[config.mk]
export PLATFORM = sky130hd
export DESIGN_NAME = tcw_ctrl
export DESIGN_NICKNAME = d
export VERILOG_FILES = /design/src/tcw_pkg.sv /design/src/tcw_ctrl.sv
export VERILOG_INCLUDE_DIRS = /design/src /design/src/src
export SDC_FILE = /design/constraint.sdc
export NUM_CORES = 1
export LEC_CHECK = 0
export ABC_AREA = 1
export BUFFER_PORTS_ARGS = -buffer_cell sky130_fd_sc_hd__buf_2
export CAP_MARGIN = 25
export CORE_AREA = 2 2 40 42
export CTS_BUF_LIST = sky130_fd_sc_hd__clkbuf_16
export CTS_CLUSTER_DIAMETER = 80
export DETAILED_ROUTE_END_ITERATION = 12
export DIE_AREA = 0 0 42 44
export PLACE_DENSITY = 0.75
export SYNTH_ARGS = -nofsm -noshare
export SYNTH_HDL_FRONTEND = slang
export SYNTH_SLANG_ARGS = --single-unit
[constraint.sdc]
create_clock -name clk -period 2.6 [get_ports clk]
set_clock_uncertainty 0.05 [all_clocks]
set_input_delay 0.13 -clock clk [delete_from_list [all_inputs] [get_ports clk]]
set_output_delay 0.13 -clock clk [all_outputs]
set_load 0.005 [all_outputs]
[src/assert_macros.svh]
// Assertion macros shared by the console writer modules.
`ifndef ASSERT_MACROS_SVH
`define ASSERT_MACROS_SVH
`ifndef NO_ASSERTIONS
`define TCW_ASSERT(lbl, clk, rst_n, prop) \
  lbl: assert property (@(posedge clk) disable iff (!rst_n) prop) \
    else $error("tcw assertion failed");
`define TCW_ASSERT_NR(lbl, clk, prop) \
  lbl: assert property (@(posedge clk) prop) \
    else $error("tcw assertion failed");
`else
`define TCW_ASSERT(lbl, clk, rst_n, prop)
`define TCW_ASSERT_NR(lbl, clk, prop)
`endif
`endif

[src/tcw_pkg.sv]
package tcw_pkg;

  localparam int COLS_DEF        = 32;
  localparam int TEXT_ROWS_DEF   = 16;
  localparam int NUM_SCREENS_DEF = 4;

  localparam int REQ_W    = 3;
  localparam int SCR_W    = 2;
  localparam int CHAR_W   = 8;
  localparam int COL_W    = 5;
  localparam int ROW_W    = 4;
  localparam int COLOUR_W = 8;
  localparam int BOTTOM_W = 4;

  localparam int APB_DATA_W  = 32;
  localparam int PADDR_W     = 3;
  localparam int REG_IDX_LSB = 2;
  localparam int REG_IDX_W   = 1;

  localparam int NARROW_W  = 8;
  localparam int MOD_STEPS = 3;

  localparam logic [REQ_W-1:0] REQ_PUT_CHAR     = 3'd0;
  localparam logic [REQ_W-1:0] REQ_POKE         = 3'd1;
  localparam logic [REQ_W-1:0] REQ_SET_CURSOR   = 3'd2;
  localparam logic [REQ_W-1:0] REQ_CLEAR_SCREEN = 3'd3;
  localparam logic [REQ_W-1:0] REQ_CLEAR_LINE   = 3'd4;
  localparam logic [REQ_W-1:0] REQ_READ_CELL    = 3'd5;

  localparam logic [CHAR_W-1:0] CH_BACKSPACE = 8'h08;
  localparam logic [CHAR_W-1:0] CH_NEWLINE   = 8'h0a;
  localparam logic [CHAR_W-1:0] BLANK_CHAR   = 8'h20;

  localparam logic [COLOUR_W-1:0] FILL_RESET   = 8'd0;
  localparam logic [BOTTOM_W-1:0] BOTTOM_RESET = 4'd4;

  localparam logic [REG_IDX_W-1:0] REG_FILL   = 1'b0;
  localparam logic [REG_IDX_W-1:0] REG_BOTTOM = 1'b1;

  typedef struct packed {
    logic [REQ_W-1:0]  req_type;
    logic [SCR_W-1:0]  screen_sel;
    logic [CHAR_W-1:0] char_code;
    logic [COL_W-1:0]  col;
    logic [ROW_W-1:0]  row;
  } in_word_t;

  typedef struct packed {
    logic [CHAR_W-1:0]   cell_char;
    logic [COLOUR_W-1:0] cell_colour;
    logic [COL_W-1:0]    cursor_col;
    logic [ROW_W-1:0]    cursor_row;
  } out_word_t;

  typedef struct packed {
    logic [COLOUR_W-1:0] fill_colour;
    logic [BOTTOM_W-1:0] cursor_bottom_row;
  } cfg_t;

  typedef enum logic [2:0] {
    WR_NONE, WR_RESET, WR_CURSOR, WR_POKE, WR_BLANK
  } wr_op_t;

  typedef enum logic [1:0] {
    RD_NONE, RD_CELL, RD_SCROLL
  } rd_op_t;

  typedef enum logic [2:0] {
    CUR_NONE, CUR_BS, CUR_ADV, CUR_NL, CUR_SET, CUR_HOME
  } cur_op_t;

  typedef enum logic [2:0] {
    SWEEP_NONE, SWEEP_SCREEN, SWEEP_LINE, SWEEP_SCROLL, SWEEP_LAST
  } sweep_op_t;

  typedef struct packed {
    logic      latch;
    wr_op_t    wr;
    rd_op_t    rd;
    cur_op_t   cur;
    sweep_op_t sweep;
    logic      step;
    logic      out_load;
  } dp_cmd_t;

  typedef struct packed {
    logic [REQ_W-1:0] req_type;
    logic             is_bs;
    logic             is_nl;
    logic             col_wrap;
    logic             sweep_last;
    logic             clr_last;
    logic             out_busy;
  } dp_stat_t;

  // Reduces a small value that is at most a few times the bound.
  function automatic logic [NARROW_W-1:0] wrap_down(input logic [NARROW_W-1:0] v,
                                                    input logic [NARROW_W-1:0] m);
    logic [NARROW_W-1:0] acc;
    acc = v;
    for (int i = 0; i < MOD_STEPS; i++) begin
      if (acc >= m) begin
        acc = acc - m;
      end
    end
    return acc;
  endfunction

endpackage

[src/tcw_ctrl.sv]
`include "assert_macros.svh"

module tcw_ctrl (
  input  logic              clk,
  input  logic              rst_n,
  input  logic              in_valid,
  output logic              in_stall,
  output tcw_pkg::dp_cmd_t  cmd,
  input  tcw_pkg::dp_stat_t stat
);

  typedef enum logic [6:0] {
    S_CLEAR  = 7'b0000001,
    S_IDLE   = 7'b0000010,
    S_DECODE = 7'b0000100,
    S_SCROLL = 7'b0001000,
    S_DRAIN  = 7'b0010000,
    S_BLANK  = 7'b0100000,
    S_DONE   = 7'b1000000
  } state_t;

  state_t state_r, state_nxt;

  always_ff @(posedge clk) begin
    if (!rst_n) begin
      state_r <= S_CLEAR;
    end else begin
      state_r <= state_nxt;
    end
  end

  assign in_stall = (state_r != S_IDLE);

  always_comb begin
    state_nxt    = state_r;
    cmd.latch    = 1'b0;
    cmd.wr       = tcw_pkg::WR_NONE;
    cmd.rd       = tcw_pkg::RD_NONE;
    cmd.cur      = tcw_pkg::CUR_NONE;
    cmd.sweep    = tcw_pkg::SWEEP_NONE;
    cmd.step     = 1'b0;
    cmd.out_load = 1'b0;
    case (state_r)
      S_CLEAR: begin
        cmd.wr = tcw_pkg::WR_RESET;
        if (stat.clr_last) begin
          state_nxt = S_IDLE;
        end
      end
      S_IDLE: begin
        if (in_valid) begin
          cmd.latch = 1'b1;
          state_nxt = S_DECODE;
        end
      end
      S_DECODE: begin
        state_nxt = S_DONE;
        case (stat.req_type)
          tcw_pkg::REQ_PUT_CHAR: begin
            if (stat.is_bs) begin
              cmd.cur = tcw_pkg::CUR_BS;
            end else if (stat.is_nl) begin
              cmd.cur   = tcw_pkg::CUR_NL;
              cmd.sweep = tcw_pkg::SWEEP_SCROLL;
              state_nxt = S_SCROLL;
            end else begin
              cmd.wr  = tcw_pkg::WR_CURSOR;
              cmd.cur = tcw_pkg::CUR_ADV;
              if (stat.col_wrap) begin
                cmd.sweep = tcw_pkg::SWEEP_SCROLL;
                state_nxt = S_SCROLL;
              end
            end
          end
          tcw_pkg::REQ_POKE: begin
            cmd.wr = tcw_pkg::WR_POKE;
          end
          tcw_pkg::REQ_SET_CURSOR: begin
            cmd.cur = tcw_pkg::CUR_SET;
          end
          tcw_pkg::REQ_CLEAR_SCREEN: begin
            cmd.cur   = tcw_pkg::CUR_HOME;
            cmd.sweep = tcw_pkg::SWEEP_SCREEN;
            state_nxt = S_BLANK;
          end
          tcw_pkg::REQ_CLEAR_LINE: begin
            cmd.sweep = tcw_pkg::SWEEP_LINE;
            state_nxt = S_BLANK;
          end
          tcw_pkg::REQ_READ_CELL: begin
            cmd.rd = tcw_pkg::RD_CELL;
          end
          default: begin
          end
        endcase
      end
      S_SCROLL: begin
        cmd.rd   = tcw_pkg::RD_SCROLL;
        cmd.step = 1'b1;
        if (stat.sweep_last) begin
          state_nxt = S_DRAIN;
        end
      end
      S_DRAIN: begin
        cmd.sweep = tcw_pkg::SWEEP_LAST;
        state_nxt = S_BLANK;
      end
      S_BLANK: begin
        cmd.wr   = tcw_pkg::WR_BLANK;
        cmd.step = 1'b1;
        if (stat.sweep_last) begin
          state_nxt = S_DONE;
        end
      end
      S_DONE: begin
        if (!stat.out_busy) begin
          cmd.out_load = 1'b1;
          state_nxt    = S_IDLE;
        end
      end
      default: begin
        state_nxt = S_CLEAR;
      end
    endcase
  end

  `TCW_ASSERT_NR(a_reset_starts_clear, clk, (!rst_n) |=> (state_r == S_CLEAR))
  `TCW_ASSERT(a_accept_decodes, clk, rst_n, (in_valid && !in_stall) |=> (state_r == S_DECODE))

endmodule

==> results_dict.tcl <==
set metrics [dict create \
    status "complete, no violations" \
    cp_max_fo 6 \
    largest-register "state_r" \
    dp_hpwl_um 1360 \
    clock_path_buffers 2 \
    ir_drop_mv 0.416 \
    hp-class "primary input to flop" \
    crit_type "flop to output port" \
    ys_types 19 \
    yosys.area_share.simple 0.530 \
    numCtsBuffers 3 \
    grt_pass1_wl_um 2970 \
    drc 0 \
    p_comb_frac 0.407 \
    insertion_delay_ps 230 \
    hold_violations 0 \
    synth_top_family_by_area "simple AND/OR/NAND/NOR gates" \
    grtUsageTotal 0.214 \
    pwr-share-seq 0.218 \
    wl_per_cell_um 10.8 \
    worst_pin_slew_ps 374 \
    slew_viol_final 0 \
    synth-adder-area-share 0 \
    p_sw_w 0.000250 \
    start_kind "flop" \
    synth_fp_nets 128 \
    ios 27 \
    slew-limit-headroom 0.749 \
    antenna_cells 0 \
    drt_iter0_drc 36 \
    postSynthCellCount 116 \
    drive_gt1_frac 0.310 \
    synth_mux_area_frac 0 \
    rsz0062_at_grt "no" \
    synth_seq_area_share 0.215 \
    synth-edff-count 0 \
    holdPathStages 2 \
    timing.rr.start "state_r[3]" \
    globalplace.congestion 0.807 \
    grt_max_degree 9 \
    reg2reg_to "state_r[6]" \
    grt_pass1_vias 750 \
    worstSetupEndpointType "output port" \
    grt-ovfl-total 0 \
    synth_seq_cells 7 \
    synth_xor_area_frac 0 \
    pwr-share-clk 0.375 \
    avgSynthCellArea_um2 5.62 \
    clock-root-buffer "clkbuf_16" \
    cts.hold.buffers_added 0 \
    final_common_cell "buf_2" \
    fin_util 0.617 \
    power_density_mw_per_mm2 782 \
    setup_violations 0 \
    avgViaCountPerCell 5.11 \
    cts.repair.resized 0 \
    finalCritPeriodShare 0.650 \
    core.rowCount 14 \
    largest_reg_flops 7 \
    synth-compound-area-share 0.0921 \
    holdPathEnd "state_r[0]" \
    synth_area_leaders "dfxtp_1 21%, inv_1 13%, nand2_1 13%" \
    cts_tree "built" \
    cp.arrival_ps 1510 \
    yosysTopAreaCell "dfxtp_1" \
    fp.dieH_um 44 \
    wl_um 1730 \
    cts_sinks 7 \
    yosysWarnings 0 \
    maxCapViolCount 0 \
    drtPass1Iterations 4 \
    fmax_mhz 592 \
    ff2ff_path_depth 9 \
    min_period_ps 1690 \
    mostFrequentLayoutCells "26 x buf_2, 24 x inv_1, 23 x nand2_1, 17 x nor2_1, 10 x nand3_1" \
    postCtsSetupBuffers 0 \
    r2r_slack_ps 1190 \
    nets 158 \
    sw_frac_of_total 0.366 \
    setup-tns-final_ps 0 \
    num_vias 823 \
    die-area_mm2 0.00185 \
    h-tree-depth 1 \
    reg_top3 "state_r (7)" \
    syn_to_final_growth_pct 34.4 \
    core_mm2 0.00142 \
    antenna_found_initial 0 \
    min_from "rst_n" \
    leakagePower_nw 0.554 \
    ant_nets 0 \
    die_w_um 42 \
    numPortBuffers 26 \
    initial_core_util 0.459 \
    crit_required_ps 2420 \
    power.internal_w 0.000434 \
    ys.flop_type "dfxtp_1" \
    clk_pin_slew_worst_paths_ps 40 \
    async_flop_share 0 \
    netlist_area_um2 652 \
    netlist.area_leader.share 0.215 \
]
-- metrics by stage --
stage	instance area [um^2]	hold slack, ps	cells	setup WS [ps]	total power (W)
2_1_floorplan	652	164	116	1360	0.000355
3_3_place_gp	797	344	157	1230	0.000421
3_5_place_dp	797	345	157	1190	0.000424
4_1_cts	876	109	161	924	0.000684
5_1_grt	876	127	161	807	0.000737
6_report	876	108	161	910	0.000684
-- cell usage after synthesis (2+ instances only) --
cell type	n
o21ai_0	2
nor4_1	3
nor2_1	17
nand3_1	10
nand2_1	23
inv_1	23
inv_2	4
nor2_2	2
nand2_2	6
a21oi_1	5
dfxtp_1	7
nor3_1	5
nor2_4	3
-- cell families after synthesis --
kind of cell,count (synthesis)
buffers and inverters,28
and+or+nand+nor,71
AOI/OAI and AO/OA,10
DFF,7
-- worst max-delay path, stage by stage (launching register included) --
cell	delay [ps]
dfxtp_1	310
inv_1	90
nand2_2	70
nor2_4	160
nand2_2	130
nor2_4	130
inv_2	60
o31ai_1	190
buf_2	150
-- power by group through the flow --
stage	Combinational, W	Sequential, W	Clock, W
2_1_floorplan	0.000208	0.000148	0
4_1_cts	0.000277	0.000149	0.000258
5_1_grt	0.000317	0.000154	0.000265
3_3_place_gp	0.000270	0.000151	0
6_report	0.000279	0.000149	0.000257
3_5_place_dp	0.000273	0.000151	0
-- how the worst max path moves through the flow --
stage               slack (ps)      end  startpoint
CTS                        920  cmd[10]  state_r[4]
global placement          1230  cmd[10]  state_r[6]
floorplan                 1360  cmd[10]  state_r[6]
finish                     910  cmd[10]  state_r[4]
global route               810  cmd[10]  state_r[6]
detailed placement        1190  cmd[10]  state_r[4]
-- metal layers --
metal  vias to the layer above  GRT usage  part of all wire
met1                       355      0.217              0.36
met3                         8     0.0417             0.091
li1                        416          -                 -
met2                        44      0.409              0.51
met5                         -          0                 0
met4                         0      0.116             0.036
-- area by class of cell --
class                      count  area, um^2
multi-input combinational     81         405
tap                           16        20.0
clock inverter                 1        3.75
inverter                      27         101
fill                         125         543
timing repair buffer          26         130
clock buffer                   3        75.1
sequential                     7         140
No activity file was read; power rests on OpenSTA's default activity.
