`config.mk`:
```
export PLATFORM = sky130hd
export DESIGN_NAME = tcw_regs
export DESIGN_NICKNAME = d
export VERILOG_FILES = /design/src/assert_macros.svh /design/src/tcw_pkg.sv /design/src/tcw_regs.sv
export SDC_FILE = /design/constraint.sdc
export NUM_CORES = 1
export LEC_CHECK = 0
export BUFFER_PORTS_ARGS = -buffer_cell sky130_fd_sc_hd__buf_4
export CAP_MARGIN = 15
export CORE_MARGIN = 4
export CORE_UTILIZATION = 25
export CTS_BUF_LIST = sky130_fd_sc_hd__clkbuf_4
export CTS_CLUSTER_DIAMETER = 150
export CTS_CLUSTER_SIZE = 10
export DETAILED_ROUTE_END_ITERATION = 8
export PLACE_DENSITY = 0.72
export SYNTH_ARGS = -nofsm -noshare
export SYNTH_HDL_FRONTEND = slang
export SYNTH_SLANG_ARGS = --single-unit
```
`constraint.sdc`:
```
create_clock -name clk -period 1.33 [get_ports clk]
set_input_delay 0.0665 -clock clk [delete_from_list [all_inputs] [get_ports clk]]
set_output_delay 0.0665 -clock clk [all_outputs]
set_load 0.1 [all_outputs]
```
`src/assert_macros.svh`:
```
// Assertion macros shared by the console writer modules.
`ifndef ASSERT_MACROS_SVH
`define ASSERT_MACROS_SVH
`ifndef NO_ASSERTIONS
`define TCW_ASSERT(lbl, clk, rst_n, prop) \
  lbl: assert property (@(posedge clk) disable iff (!rst_n) prop) \
    else $error("tcw assertion failed");
`define TCW_ASSERT_NR(lbl, clk, prop) \
  lbl: assert property (@(posedge clk) prop) \
    else $error("tcw assertion failed");
`else
`define TCW_ASSERT(lbl, clk, rst_n, prop)
`define TCW_ASSERT_NR(lbl, clk, prop)
`endif
`endif

```
`src/tcw_pkg.sv`:
```
package tcw_pkg;

  localparam int COLS_DEF        = 32;
  localparam int TEXT_ROWS_DEF   = 16;
  localparam int NUM_SCREENS_DEF = 4;

  localparam int REQ_W    = 3;
  localparam int SCR_W    = 2;
  localparam int CHAR_W   = 8;
  localparam int COL_W    = 5;
  localparam int ROW_W    = 4;
  localparam int COLOUR_W = 8;
  localparam int BOTTOM_W = 4;

  localparam int APB_DATA_W  = 32;
  localparam int PADDR_W     = 3;
  localparam int REG_IDX_LSB = 2;
  localparam int REG_IDX_W   = 1;

  localparam int NARROW_W  = 8;
  localparam int MOD_STEPS = 3;

  localparam logic [REQ_W-1:0] REQ_PUT_CHAR     = 3'd0;
  localparam logic [REQ_W-1:0] REQ_POKE         = 3'd1;
  localparam logic [REQ_W-1:0] REQ_SET_CURSOR   = 3'd2;
  localparam logic [REQ_W-1:0] REQ_CLEAR_SCREEN = 3'd3;
  localparam logic [REQ_W-1:0] REQ_CLEAR_LINE   = 3'd4;
  localparam logic [REQ_W-1:0] REQ_READ_CELL    = 3'd5;

  localparam logic [CHAR_W-1:0] CH_BACKSPACE = 8'h08;
  localparam logic [CHAR_W-1:0] CH_NEWLINE   = 8'h0a;
  localparam logic [CHAR_W-1:0] BLANK_CHAR   = 8'h20;

  localparam logic [COLOUR_W-1:0] FILL_RESET   = 8'd0;
  localparam logic [BOTTOM_W-1:0] BOTTOM_RESET = 4'd4;

  localparam logic [REG_IDX_W-1:0] REG_FILL   = 1'b0;
  localparam logic [REG_IDX_W-1:0] REG_BOTTOM = 1'b1;

  typedef struct packed {
    logic [REQ_W-1:0]  req_type;
    logic [SCR_W-1:0]  screen_sel;
    logic [CHAR_W-1:0] char_code;
    logic [COL_W-1:0]  col;
    logic [ROW_W-1:0]  row;
  } in_word_t;

  typedef struct packed {
    logic [CHAR_W-1:0]   cell_char;
    logic [COLOUR_W-1:0] cell_colour;
    logic [COL_W-1:0]    cursor_col;
    logic [ROW_W-1:0]    cursor_row;
  } out_word_t;

  typedef struct packed {
    logic [COLOUR_W-1:0] fill_colour;
    logic [BOTTOM_W-1:0] cursor_bottom_row;
  } cfg_t;

  typedef enum logic [2:0] {
    WR_NONE, WR_RESET, WR_CURSOR, WR_POKE, WR_BLANK
  } wr_op_t;

  typedef enum logic [1:0] {
    RD_NONE, RD_CELL, RD_SCROLL
  } rd_op_t;

  typedef enum logic [2:0] {
    CUR_NONE, CUR_BS, CUR_ADV, CUR_NL, CUR_SET, CUR_HOME
  } cur_op_t;

  typedef enum logic [2:0] {
    SWEEP_NONE, SWEEP_SCREEN, SWEEP_LINE, SWEEP_SCROLL, SWEEP_LAST
  } sweep_op_t;

  typedef struct packed {
    logic      latch;
    wr_op_t    wr;
    rd_op_t    rd;
    cur_op_t   cur;
    sweep_op_t sweep;
    logic      step;
    logic      out_load;
  } dp_cmd_t;

  typedef struct packed {
    logic [REQ_W-1:0] req_type;
    logic             is_bs;
    logic             is_nl;
    logic             col_wrap;
    logic             sweep_last;
    logic             clr_last;
    logic             out_busy;
  } dp_stat_t;

  // Reduces a small value that is at most a few times the bound.
  function automatic logic [NARROW_W-1:0] wrap_down(input logic [NARROW_W-1:0] v,
                                                    input logic [NARROW_W-1:0] m);
    logic [NARROW_W-1:0] acc;
    acc = v;
    for (int i = 0; i < MOD_STEPS; i++) begin
      if (acc >= m) begin
        acc = acc - m;
      end
    end
    return acc;
  endfunction

endpackage

```
`src/tcw_regs.sv`:
```
module tcw_regs (
  input  logic                                clk,
  input  logic                                rst_n,
  input  logic                                psel,
  input  logic                                penable,
  input  logic                                pwrite,
  input  logic [tcw_pkg::PADDR_W-1:0]         paddr,
  input  logic [tcw_pkg::APB_DATA_W-1:0]      pwdata,
  output logic [tcw_pkg::APB_DATA_W-1:0]      prdata,
  output logic                                pready,
  output tcw_pkg::cfg_t                       cfg
);

  localparam int DW = tcw_pkg::APB_DATA_W;

  logic [tcw_pkg::COLOUR_W-1:0]  fill_colour_r;
  logic [tcw_pkg::BOTTOM_W-1:0]  bottom_r;
  logic [tcw_pkg::REG_IDX_W-1:0] idx;
  logic                          wr_en;

  assign idx    = paddr[tcw_pkg::REG_IDX_LSB +: tcw_pkg::REG_IDX_W];
  assign wr_en  = psel && penable && pwrite;
  assign pready = 1'b1;

  always_ff @(posedge clk) begin
    if (!rst_n) begin
      fill_colour_r <= tcw_pkg::FILL_RESET;
      bottom_r      <= tcw_pkg::BOTTOM_RESET;
    end else if (wr_en) begin
      case (idx)
        tcw_pkg::REG_FILL: begin
          fill_colour_r <= pwdata[tcw_pkg::COLOUR_W-1:0];
        end
        tcw_pkg::REG_BOTTOM: begin
          bottom_r <= pwdata[tcw_pkg::BOTTOM_W-1:0];
        end
        default: begin
        end
      endcase
    end
  end

  always_comb begin
    case (idx)
      tcw_pkg::REG_FILL:   prdata = DW'(fill_colour_r);
      tcw_pkg::REG_BOTTOM: prdata = DW'(bottom_r);
      default:             prdata = '0;
    endcase
  end

  assign cfg.fill_colour       = fill_colour_r;
  assign cfg.cursor_bottom_row = bottom_r;

endmodule

```
==> metrics, run 1 <==
register area share after synthesis 31.0%; Die Wd 63.7 um; Mean Syn Cell Area 8.90 um2; GRT met2 Usage 15.1%; PwrDens 1140 nW/um2; switch share 51.5%; Non-Filler Instances 149; placed insts 145; slowest stage cell, crit path dfxtp_2; initial antenna violation count 0; switching power 0.000571 W; grt met3 use 4.09%; Seq pwr share 33.7%; area added between synthesis and finish 25.5%; path type of the worst min-delay path in2reg; Worst setup EP type output port; Reg2Reg Capture Point bottom_r[2]; clk buf depth 2; Tot GR Track Use 8.11%; CTS Hold Bufs 0; yosys warns 0; area of the multi-input gates 398 um2; Die Y-Extent 63.7 um; CP max stage delay 0.33 ns; Final Cycle Share 87.1%; Detail Route Antenna Nets 0; critical path cell sequence mux2_2, buf_4; WP data arrival 1.09 ns; met1 Use GR 8.31%; skew final 0 ns; Core Box Area 2850 um2; reg2reg setup slack 0.72 ns; CTS Buf Count 3; GR Overflow Total 0; final worst slack 0.171 ns; Detailed Place HPWL 1370 um; register bit count reported by yosys 12; nets 159; Top Ports 85; Worst Setup Path Type reg2out; worst vdd ir 0.000422 V; Setup Viol. Count Final 0; vias in the first global route 540; Slew Viols, Final 0; Final GP Congestion 0.647; Clock Latency Late Sink 0.27 ns; drt first-iter violations 6; Pint 0.000538 W; Routed WL 1650 um; row count 19; worst endpoint required time 1.26 ns; Final Hold Slack 0.0427 ns; Max-cap violations 0; Initial Util 27.1%; CP startpoint kind flip-flop; Max FO, Critical Path 3; Worst Setup SP fill_colour_r[1]; # DRC 0; status completed; maximum number of pins on one net before global-route repair 22; Resized Gates After CTS 0; combinational fraction of design power 45.7%; Post-Synthesis Cells 87; Root Driver clkbuf_4; Clock transition at path regs 0.08 ns; H-tree Lvls 1; CP endpoint prdata[1]; Setup WS pre-CTS 0.357 ns; Antenna Cells 0; final hold viol count 0; fillers 306; Synth Cell Area 774 um2; most crowded layer after global routing met2; first-pass GRT wire length 2570 um; I/O Buffers 33; drt pass-1 iters 2; Clock Sinks 12; Vias 580; layout cells sized above 1 48.3%; RSZ-0062 raised after global routing no; wire length per cell 11.1 um; vias per inst 3.89; clock network fraction of design power 20.6%; Tmin final 1.16 ns; die area 4050 um2; CTS tree yes; reg2reg start bottom_r[2]; R2R depth 2; Post-CTS Setup Inserts 0; sequential standard cell area 254 um2; Yosys cell types 13; Peak Freq 863 MHz; P_leak 0.484 nW
-- registers in the layout (all words and copies together) (netlist names) --
name,cells
bottom_r,4
fill_colour_r,8
-- placed cells by master (no fill, tap or decap), drive strengths merged --
| master | count |
|---|---|
| conb | 25 |
| and2b | 4 |
| and4 | 1 |
| clkinv | 1 |
| dfxtp | 12 |
| mux2 | 4 |
| and4b | 1 |
| nor2b | 2 |
| clkbuf | 3 |
| buf | 34 |
| nand2 | 19 |
| mux2i | 12 |
-- worst min-delay path by stage --
stage                   start               end  slack, ns  depth (start not counted)
floorplan           pwdata[4]  fill_colour_r[4]       0.20                          2
global placement    pwdata[5]  fill_colour_r[5]       0.32                          3
detailed placement  pwdata[4]  fill_colour_r[4]       0.33                          3
CTS                 pwdata[5]  fill_colour_r[5]       0.03                          3
global route        pwdata[4]  fill_colour_r[4]       0.04                          3
finish              pwdata[5]  fill_colour_r[5]       0.04                          3
-- cell type report --
type | count | share of cell area, %
multi-input cells | 68 | 40.9
repair buffers | 34 | 26.3
flip-flops and latches | 12 | 26.1
well taps | 31 | 3.99
clock buffers | 3 | 2.32
clock inverters | 1 | 0.386
-- routing by layer --
| layer | share of wire, % | wire (um) | up-vias |
|---|---|---|---|
| met5 | 0 | 0 | - |
| met4 | 0 | 0 | 0 |
| met2 | 51 | 838 | 35 |
| li1 | - | - | 289 |
| met1 | 39 | 649 | 256 |
| met3 | 9.9 | 163 | 0 |
-- cell families after synthesis --
group         share of synthesized area (%)
buf+inv                                28.8
mux                                    21.3
other cells                           0.970
simple gates                           17.9
flops                                  31.0
-- through the flow --
stage / setup TNS (ns) / utilization [%] / power, W / area [um2]
floorplan: -0.339 / - / 0.000890 / 875
global placement: 0 / 33.2 / 0.000885 / 946
detailed placement: 0 / 33.2 / 0.000889 / 946
CTS: 0 / 34.1 / 0.00113 / 972
global route: 0 / 34.1 / 0.00116 / 972
finish: 0 / 34.1 / 0.00111 / 972
-- critical path: cells and delay by family, from the launching register on --
family,cells,cell delay (ns)
buffers and inverters,1,0.23
DFF,1,0.33
muxes,1,0.26
-- power by group through the flow --
| stage | clock [W] | sequential, W | combinational, W |
|---|---|---|---|
| finish | 0.000228 | 0.000374 | 0.000506 |
| floorplan | 0 | 0.000439 | 0.000451 |
| detailed placement | 0 | 0.000383 | 0.000506 |
| global placement | 0 | 0.000382 | 0.000503 |
| global route | 0.000268 | 0.000376 | 0.000519 |
| CTS | 0.000247 | 0.000374 | 0.000507 |
-- cells in the mapped netlist --
library cell	number	share of area, %
mux2_2	4	5.8
dfxtp_1	12	31
and4_2	1	1.3
clkbuf_2	1	0.65
conb_1	2	0.97
buf_6	2	2.9
nand2_1	19	9.2
mux2i_1	12	16
and2b_2	4	4.5
clkbuf_1	2	0.97
buf_4	25	24
and4b_1	1	1.3
nor2b_1	2	1.6
Note: power is estimated with default switching activity, not from simulation.
==> run 2: changes to the inputs <==
--- a/config.mk
+++ b/config.mk
@@ -5,15 +5,16 @@
 export SDC_FILE = /design/constraint.sdc
 export NUM_CORES = 1
 export LEC_CHECK = 0
+export ABC_CLOCK_PERIOD_IN_PS = 1330
 export BUFFER_PORTS_ARGS = -buffer_cell sky130_fd_sc_hd__buf_4
 export CAP_MARGIN = 15
 export CORE_MARGIN = 4
-export CORE_UTILIZATION = 25
+export CORE_UTILIZATION = 38
 export CTS_BUF_LIST = sky130_fd_sc_hd__clkbuf_4
 export CTS_CLUSTER_DIAMETER = 150
 export CTS_CLUSTER_SIZE = 10
 export DETAILED_ROUTE_END_ITERATION = 8
-export PLACE_DENSITY = 0.72
+export PLACE_DENSITY = 0.95
 export SYNTH_ARGS = -nofsm -noshare
 export SYNTH_HDL_FRONTEND = slang
 export SYNTH_SLANG_ARGS = --single-unit
==> run 2 against run 1 <==
Net effect:
- design area is 0.90% lower
- critical endpoint is now prdata[2]
- largest cell class unchanged
- total power is 0.93% lower
- cell count is 3.4% lower
- non-clock buffer count stayed put
- utilization is 16 points higher
- sequential share of layout area is 0.24 points higher
==> metrics, run 2 (synthesis results as in run 1) <==
status completed (unchanged); nets 159 (unchanged); layout cells sized above 1 48.7% (was 48.3%); CTS Buf Count 3 (unchanged); die area 2820 um2 (was 4050 um2); Seq pwr share 34.0% (was 33.7%); Setup WS pre-CTS 0.360 ns (was 0.357 ns); clock network fraction of design power 19.8% (was 20.6%); Root Driver clkbuf_4 (unchanged); reg2reg setup slack 0.72 ns (about the same); CP max stage delay 0.33 ns (about the same); Slew Viols, Final 0 (unchanged); switching power 0.000564 W (was 0.000571 W); area of the multi-input gates 398 um2 (unchanged); initial antenna violation count 0 (unchanged); Clock Sinks 12 (unchanged); Vias 591 (was 580); slowest stage cell, crit path dfxtp_2 (unchanged); fillers 196 (was 306); drt first-iter violations 3 (was 6); Tot GR Track Use 11.5% (was 8.11%); # DRC 0 (unchanged); biggest registers after layout fill_colour_r: 8 flops, bottom_r: 4 flops (unchanged); largest register by flop count fill_colour_r (unchanged); wire length per cell 11.0 um (was 11.1 um); Die Wd 53.1 um (was 63.7 um); drt pass-1 iters 2 (unchanged); WP data arrival 1.08 ns (was 1.09 ns); Hold Crit Endpoint fill_colour_r[4] (was fill_colour_r[5]); Setup Viol. Count Final 0 (unchanged); R2R depth 2 (unchanged); Reg2Reg Capture Point bottom_r[2] (unchanged); vias per inst 4.10 (was 3.89); Max FO, Critical Path 3 (unchanged); most frequent cells in the layout 34 x buf_4, 25 x conb_1, 19 x nand2_1, 12 x mux2i_1, 11 x dfxtp_2 (unchanged); final hold viol count 0 (unchanged); PwrDens 1140 nW/um2 (about the same); Final Cycle Share 86.5% (was 87.1%); P_leak 0.482 nW (was 0.484 nW); combinational fraction of design power 46.1% (was 45.7%); Initial Util 39.9% (was 27.1%); Worst Setup Path Type reg2out (unchanged); Final GP Congestion 0.619 (was 0.647); max reg flops 8 (unchanged); final worst slack 0.179 ns (was 0.171 ns); maximum number of pins on one net before global-route repair 22 (unchanged); Routed WL 1590 um (was 1650 um); Die Y-Extent 53.1 um (was 63.7 um); Clock transition at path regs 0.07 ns (was 0.08 ns); Resized Gates After CTS 0 (unchanged); CTS tree yes (unchanged); hold_sp pwdata[4] (was pwdata[5]); Peak Freq 869 MHz (was 863 MHz); Tmin final 1.15 ns (was 1.16 ns); first-pass GRT wire length 2270 um (was 2570 um); skew final 0 ns (unchanged); reg2reg start bottom_r[2] (unchanged); vias in the first global route 522 (was 540); worst endpoint required time 1.26 ns (about the same); H-tree Lvls 1 (unchanged); path type of the worst min-delay path in2reg (unchanged); sequential standard cell area 254 um2 (unchanged); Power, Total 0.00110 W (was 0.00111 W); I/O Buffers 33 (unchanged); Detailed Place HPWL 1250 um (was 1370 um); Antenna Cells 0 (unchanged); Pint 0.000534 W (was 0.000538 W); Non-Filler Instances 144 (was 149); worst vdd ir 0.000542 V (was 0.000422 V); Detail Route Antenna Nets 0 (unchanged); Clock Latency Late Sink 0.26 ns (was 0.27 ns); commonest non-fill, non-tap cell in the layout buf_4 (unchanged); GR Overflow Total 0 (unchanged); RSZ-0062 raised after global routing no (unchanged); placed insts 141 (was 145); critical path cell sequence mux2_2, buf_4 (unchanged); setup tns final 0 ns (unchanged); switch share 51.4% (was 51.5%); Max-cap violations 0 (unchanged); area added between synthesis and finish 24.4% (was 25.5%); Top Ports 85 (unchanged); Core Box Area 1940 um2 (was 2850 um2); Post-CTS Setup Inserts 0 (unchanged); row count 16 (was 19); Worst Hold Depth 3 (unchanged); Worst setup EP type output port (unchanged); CP startpoint kind flip-flop (unchanged); CTS Hold Bufs 0 (unchanged); clk buf depth 2 (unchanged)
run 2: cell types whose count changed in the layout (fill, tap and decap cells not counted):
cell      before  now
clkinv_1       1    0
run 2: critical path: cells and delay by family, from the launching register on:
family / cells / cell delay (ns)
buffers and inverters: 1 / 0.23
flip-flops: 1 / 0.33
multiplexers: 1 / 0.25
run 2: routing by layer:
layer  vias up  share of wire [%]  GRT usage (%)
met5         -                  0              0
met4         0                  0           5.11
met3         0                 11           2.82
met2        35                 50           20.2
met1       270                 39           13.1
li1        286                  -              -
run 2: layout make-up:
class                      count  area share [%]
clock buffer                   3            2.34
multi-input combinational     68            41.3
sequential                    12            26.4
tap                           27            3.51
timing repair buffer          34            26.5
run 2: worst max-delay path by stage:
| stage | to | cells after the start | startpoint | slack, ns |
|---|---|---|---|---|
| 2_1_floorplan | prdata[2] | 1 | fill_colour_r[2] | -0.34 |
| 3_3_place_gp | fill_colour_r[1] | 4 | paddr[2] | 0.41 |
| 3_5_place_dp | fill_colour_r[7] | 4 | paddr[2] | 0.36 |
| 4_1_cts | prdata[0] | 2 | fill_colour_r[0] | 0.16 |
| 5_1_grt | prdata[1] | 2 | bottom_r[1] | 0.13 |
| 6_report | prdata[2] | 2 | bottom_r[2] | 0.18 |
run 2: power groups by stage:
stage / sequential (W) / combinational [W] / clock, W
6_report: 0.000374 / 0.000507 / 0.000218
5_1_grt: 0.000375 / 0.000523 / 0.000250
4_1_cts: 0.000374 / 0.000507 / 0.000234
3_5_place_dp: 0.000382 / 0.000506 / 0
3_3_place_gp: 0.000382 / 0.000502 / 0
2_1_floorplan: 0.000439 / 0.000451 / 0
run 2: per-stage QoR:
stage	util (%)	hold WS [ns]	instance area (um2)
2_1_floorplan	-	0.201	875
3_3_place_gp	48.5	0.319	941
3_5_place_dp	48.5	0.330	941
4_1_cts	49.6	0.0403	963
5_1_grt	49.6	0.0506	963
6_report	49.6	0.0471	963
==> run 3: changes to the inputs <==
==> constraint.sdc (replaced) <==
create_clock -name clk -period 1.33 [get_ports clk]
set_input_delay 0.133 -clock clk [delete_from_list [all_inputs] [get_ports clk]]
set_output_delay 0.133 -clock clk [all_outputs]
set_load 0.1 [all_outputs]
==> run 3 against run 2 <==
Net effect:
- sequential share of layout area down 0.54 points
- clock power rose by 9.2%
- critical path depth did not move
- count of clock-buffer cells in the layout is the same
- clock skew stayed put
- worst setup slack got worse by 0.086 ns
- critical path type unchanged
==> metrics, run 3 (synthesis results as in run 1) <==
PwrDens 1140 nW/um2 (about the same); Tmin final 1.24 ns (was 1.15 ns); drt pass-1 iters 3 (was 2); Clock transition at path regs 0.08 ns (was 0.07 ns); worst endpoint required time 1.20 ns (was 1.26 ns); Peak Freq 809 MHz (was 869 MHz); biggest registers after layout fill_colour_r: 8 flops, bottom_r: 4 flops (unchanged); CP startpoint kind flip-flop (unchanged); nets 159 (unchanged); Detailed Place HPWL 1340 um (was 1250 um); final hold viol count 0 (unchanged); P_leak 0.488 nW (was 0.482 nW); worst vdd ir 0.000596 V (was 0.000542 V); Core Box Area 1940 um2 (unchanged); max reg flops 8 (unchanged); Resized Gates After CTS 0 (unchanged); layout cells sized above 1 49.2% (was 48.7%); Clock Latency Late Sink 0.27 ns (was 0.26 ns); setup tns final 0 ns (unchanged); WP buf/inv 1 (unchanged); Non-Filler Instances 145 (was 144); vias per inst 3.94 (was 4.10); H-tree Lvls 1 (unchanged); commonest non-fill, non-tap cell in the layout buf_4 (unchanged); Initial Util 39.9% (unchanged); area added between synthesis and finish 27.6% (was 24.4%); skew final 0 ns (unchanged); largest register by flop count fill_colour_r (unchanged); path type of the worst min-delay path in2reg (unchanged); Top Ports 85 (unchanged); area of the multi-input gates 418 um2 (was 398 um2); Setup Viol. Count Final 0 (unchanged); RSZ-0062 raised after global routing no (unchanged); CTS tree yes (unchanged); maximum number of pins on one net before global-route repair 22 (unchanged); vias in the first global route 535 (was 522); CP max stage delay 0.34 ns (was 0.33 ns); wire length per cell 11.6 um (was 11.0 um); I/O Buffers 33 (unchanged); Die Wd 53.1 um (unchanged); largest delay contributor family on the critical path flip-flops (unchanged); placed insts 141 (unchanged); Die Y-Extent 53.1 um (unchanged); first-pass GRT wire length 2230 um (was 2270 um); Antenna Cells 0 (unchanged); drt first-iter violations 5 (was 3); Vias 572 (was 591); sequential standard cell area 255 um2 (was 254 um2); Worst Setup Path Type reg2out (unchanged); WP data arrival 1.10 ns (was 1.08 ns); # DRC 0 (unchanged); slowest stage cell, crit path dfxtp_2 (unchanged); critical path cell sequence mux2_4, buf_4 (was mux2_2, buf_4); Slew Viols, Final 0 (unchanged); Power, Total 0.00112 W (was 0.00110 W); Worst setup EP type output port (unchanged); most frequent cells in the layout 34 x buf_4, 25 x conb_1, 19 x nand2_1, 12 x mux2i_1, 12 x dfxtp_2 (was 34 x buf_4, 25 x conb_1, 19 x nand2_1, 12 x mux2i_1, 11 x dfxtp_2); Max-cap violations 0 (unchanged); fillers 193 (was 196); Tot GR Track Use 11.3% (was 11.5%); Clock Sinks 12 (unchanged); Max FO, Critical Path 3 (unchanged); Post-CTS Setup Inserts 0 (unchanged); CTS Buf Count 3 (unchanged); GR Overflow Total 0 (unchanged); status completed (unchanged); Final GP Congestion 0.594 (was 0.619); CTS Hold Bufs 0 (unchanged); Detail Route Antenna Nets 0 (unchanged); Final Cycle Share 93.0% (was 86.5%); Routed WL 1680 um (was 1590 um); die area 2820 um2 (unchanged); initial antenna violation count 0 (unchanged); row count 16 (unchanged); clk buf depth 2 (unchanged); Root Driver clkbuf_4 (unchanged)
[run 3: layout make-up]
class / instances / share of cell area (%)
clock inverter: 1 / 0.380
clock buffer: 3 / 2.28
timing repair buffer: 34 / 25.8
multi-input combinational: 68 / 42.3
sequential: 12 / 25.8
tap: 27 / 3.42
[run 3: where the power goes]
part	total [W]	internal, W	leakage, nW	switching, W
registers	0.000374	0.000368	0.102	0.00000597
clock network	0.000238	0.000109	0.0154	0.000129
logic	0.000512	0.0000654	0.371	0.000447
total	0.00112	0.000542	0.488	0.000582
[run 3: stage by stage]
| stage | instance area, um2 | hold slack (ns) | setup WS [ns] | utilization (%) |
|---|---|---|---|---|
| 3_5_place_dp | 962 | 0.396 | 0.247 | 49.5 |
| 4_1_cts | 988 | 0.0979 | 0.0792 | 50.9 |
| 6_report | 988 | 0.106 | 0.0936 | 50.9 |
| 5_1_grt | 988 | 0.0985 | 0.0566 | 50.9 |
| 3_3_place_gp | 962 | 0.387 | 0.327 | 49.5 |
| 2_1_floorplan | 896 | 0.268 | 0.0973 | - |
[run 3: worst min-delay path, cell delays in order]
cell and delay [ns]:
buf_4 0.11, nand2_1 0.04, mux2i_1 0.05
[run 3: final timing paths]
check | endpoint | startpoint | cells after the start | slack [ns]
worst max-delay path | prdata[0] | fill_colour_r[0] | 2 | 0.09
worst min-delay path | fill_colour_r[6] | pwdata[6] | 3 | 0.11
worst max register to register | fill_colour_r[0] | fill_colour_r[0] | 2 | 0.69
worst min register to register | fill_colour_r[3] | fill_colour_r[3] | 2 | 0.47
[run 3: layer usage]
metal	up-vias	track usage, %	share of wire [%]
li1	285	-	-
met1	256	11.2	36
met2	31	21.1	52
met3	0	3.66	11
met4	0	5.11	0
met5	-	0	0
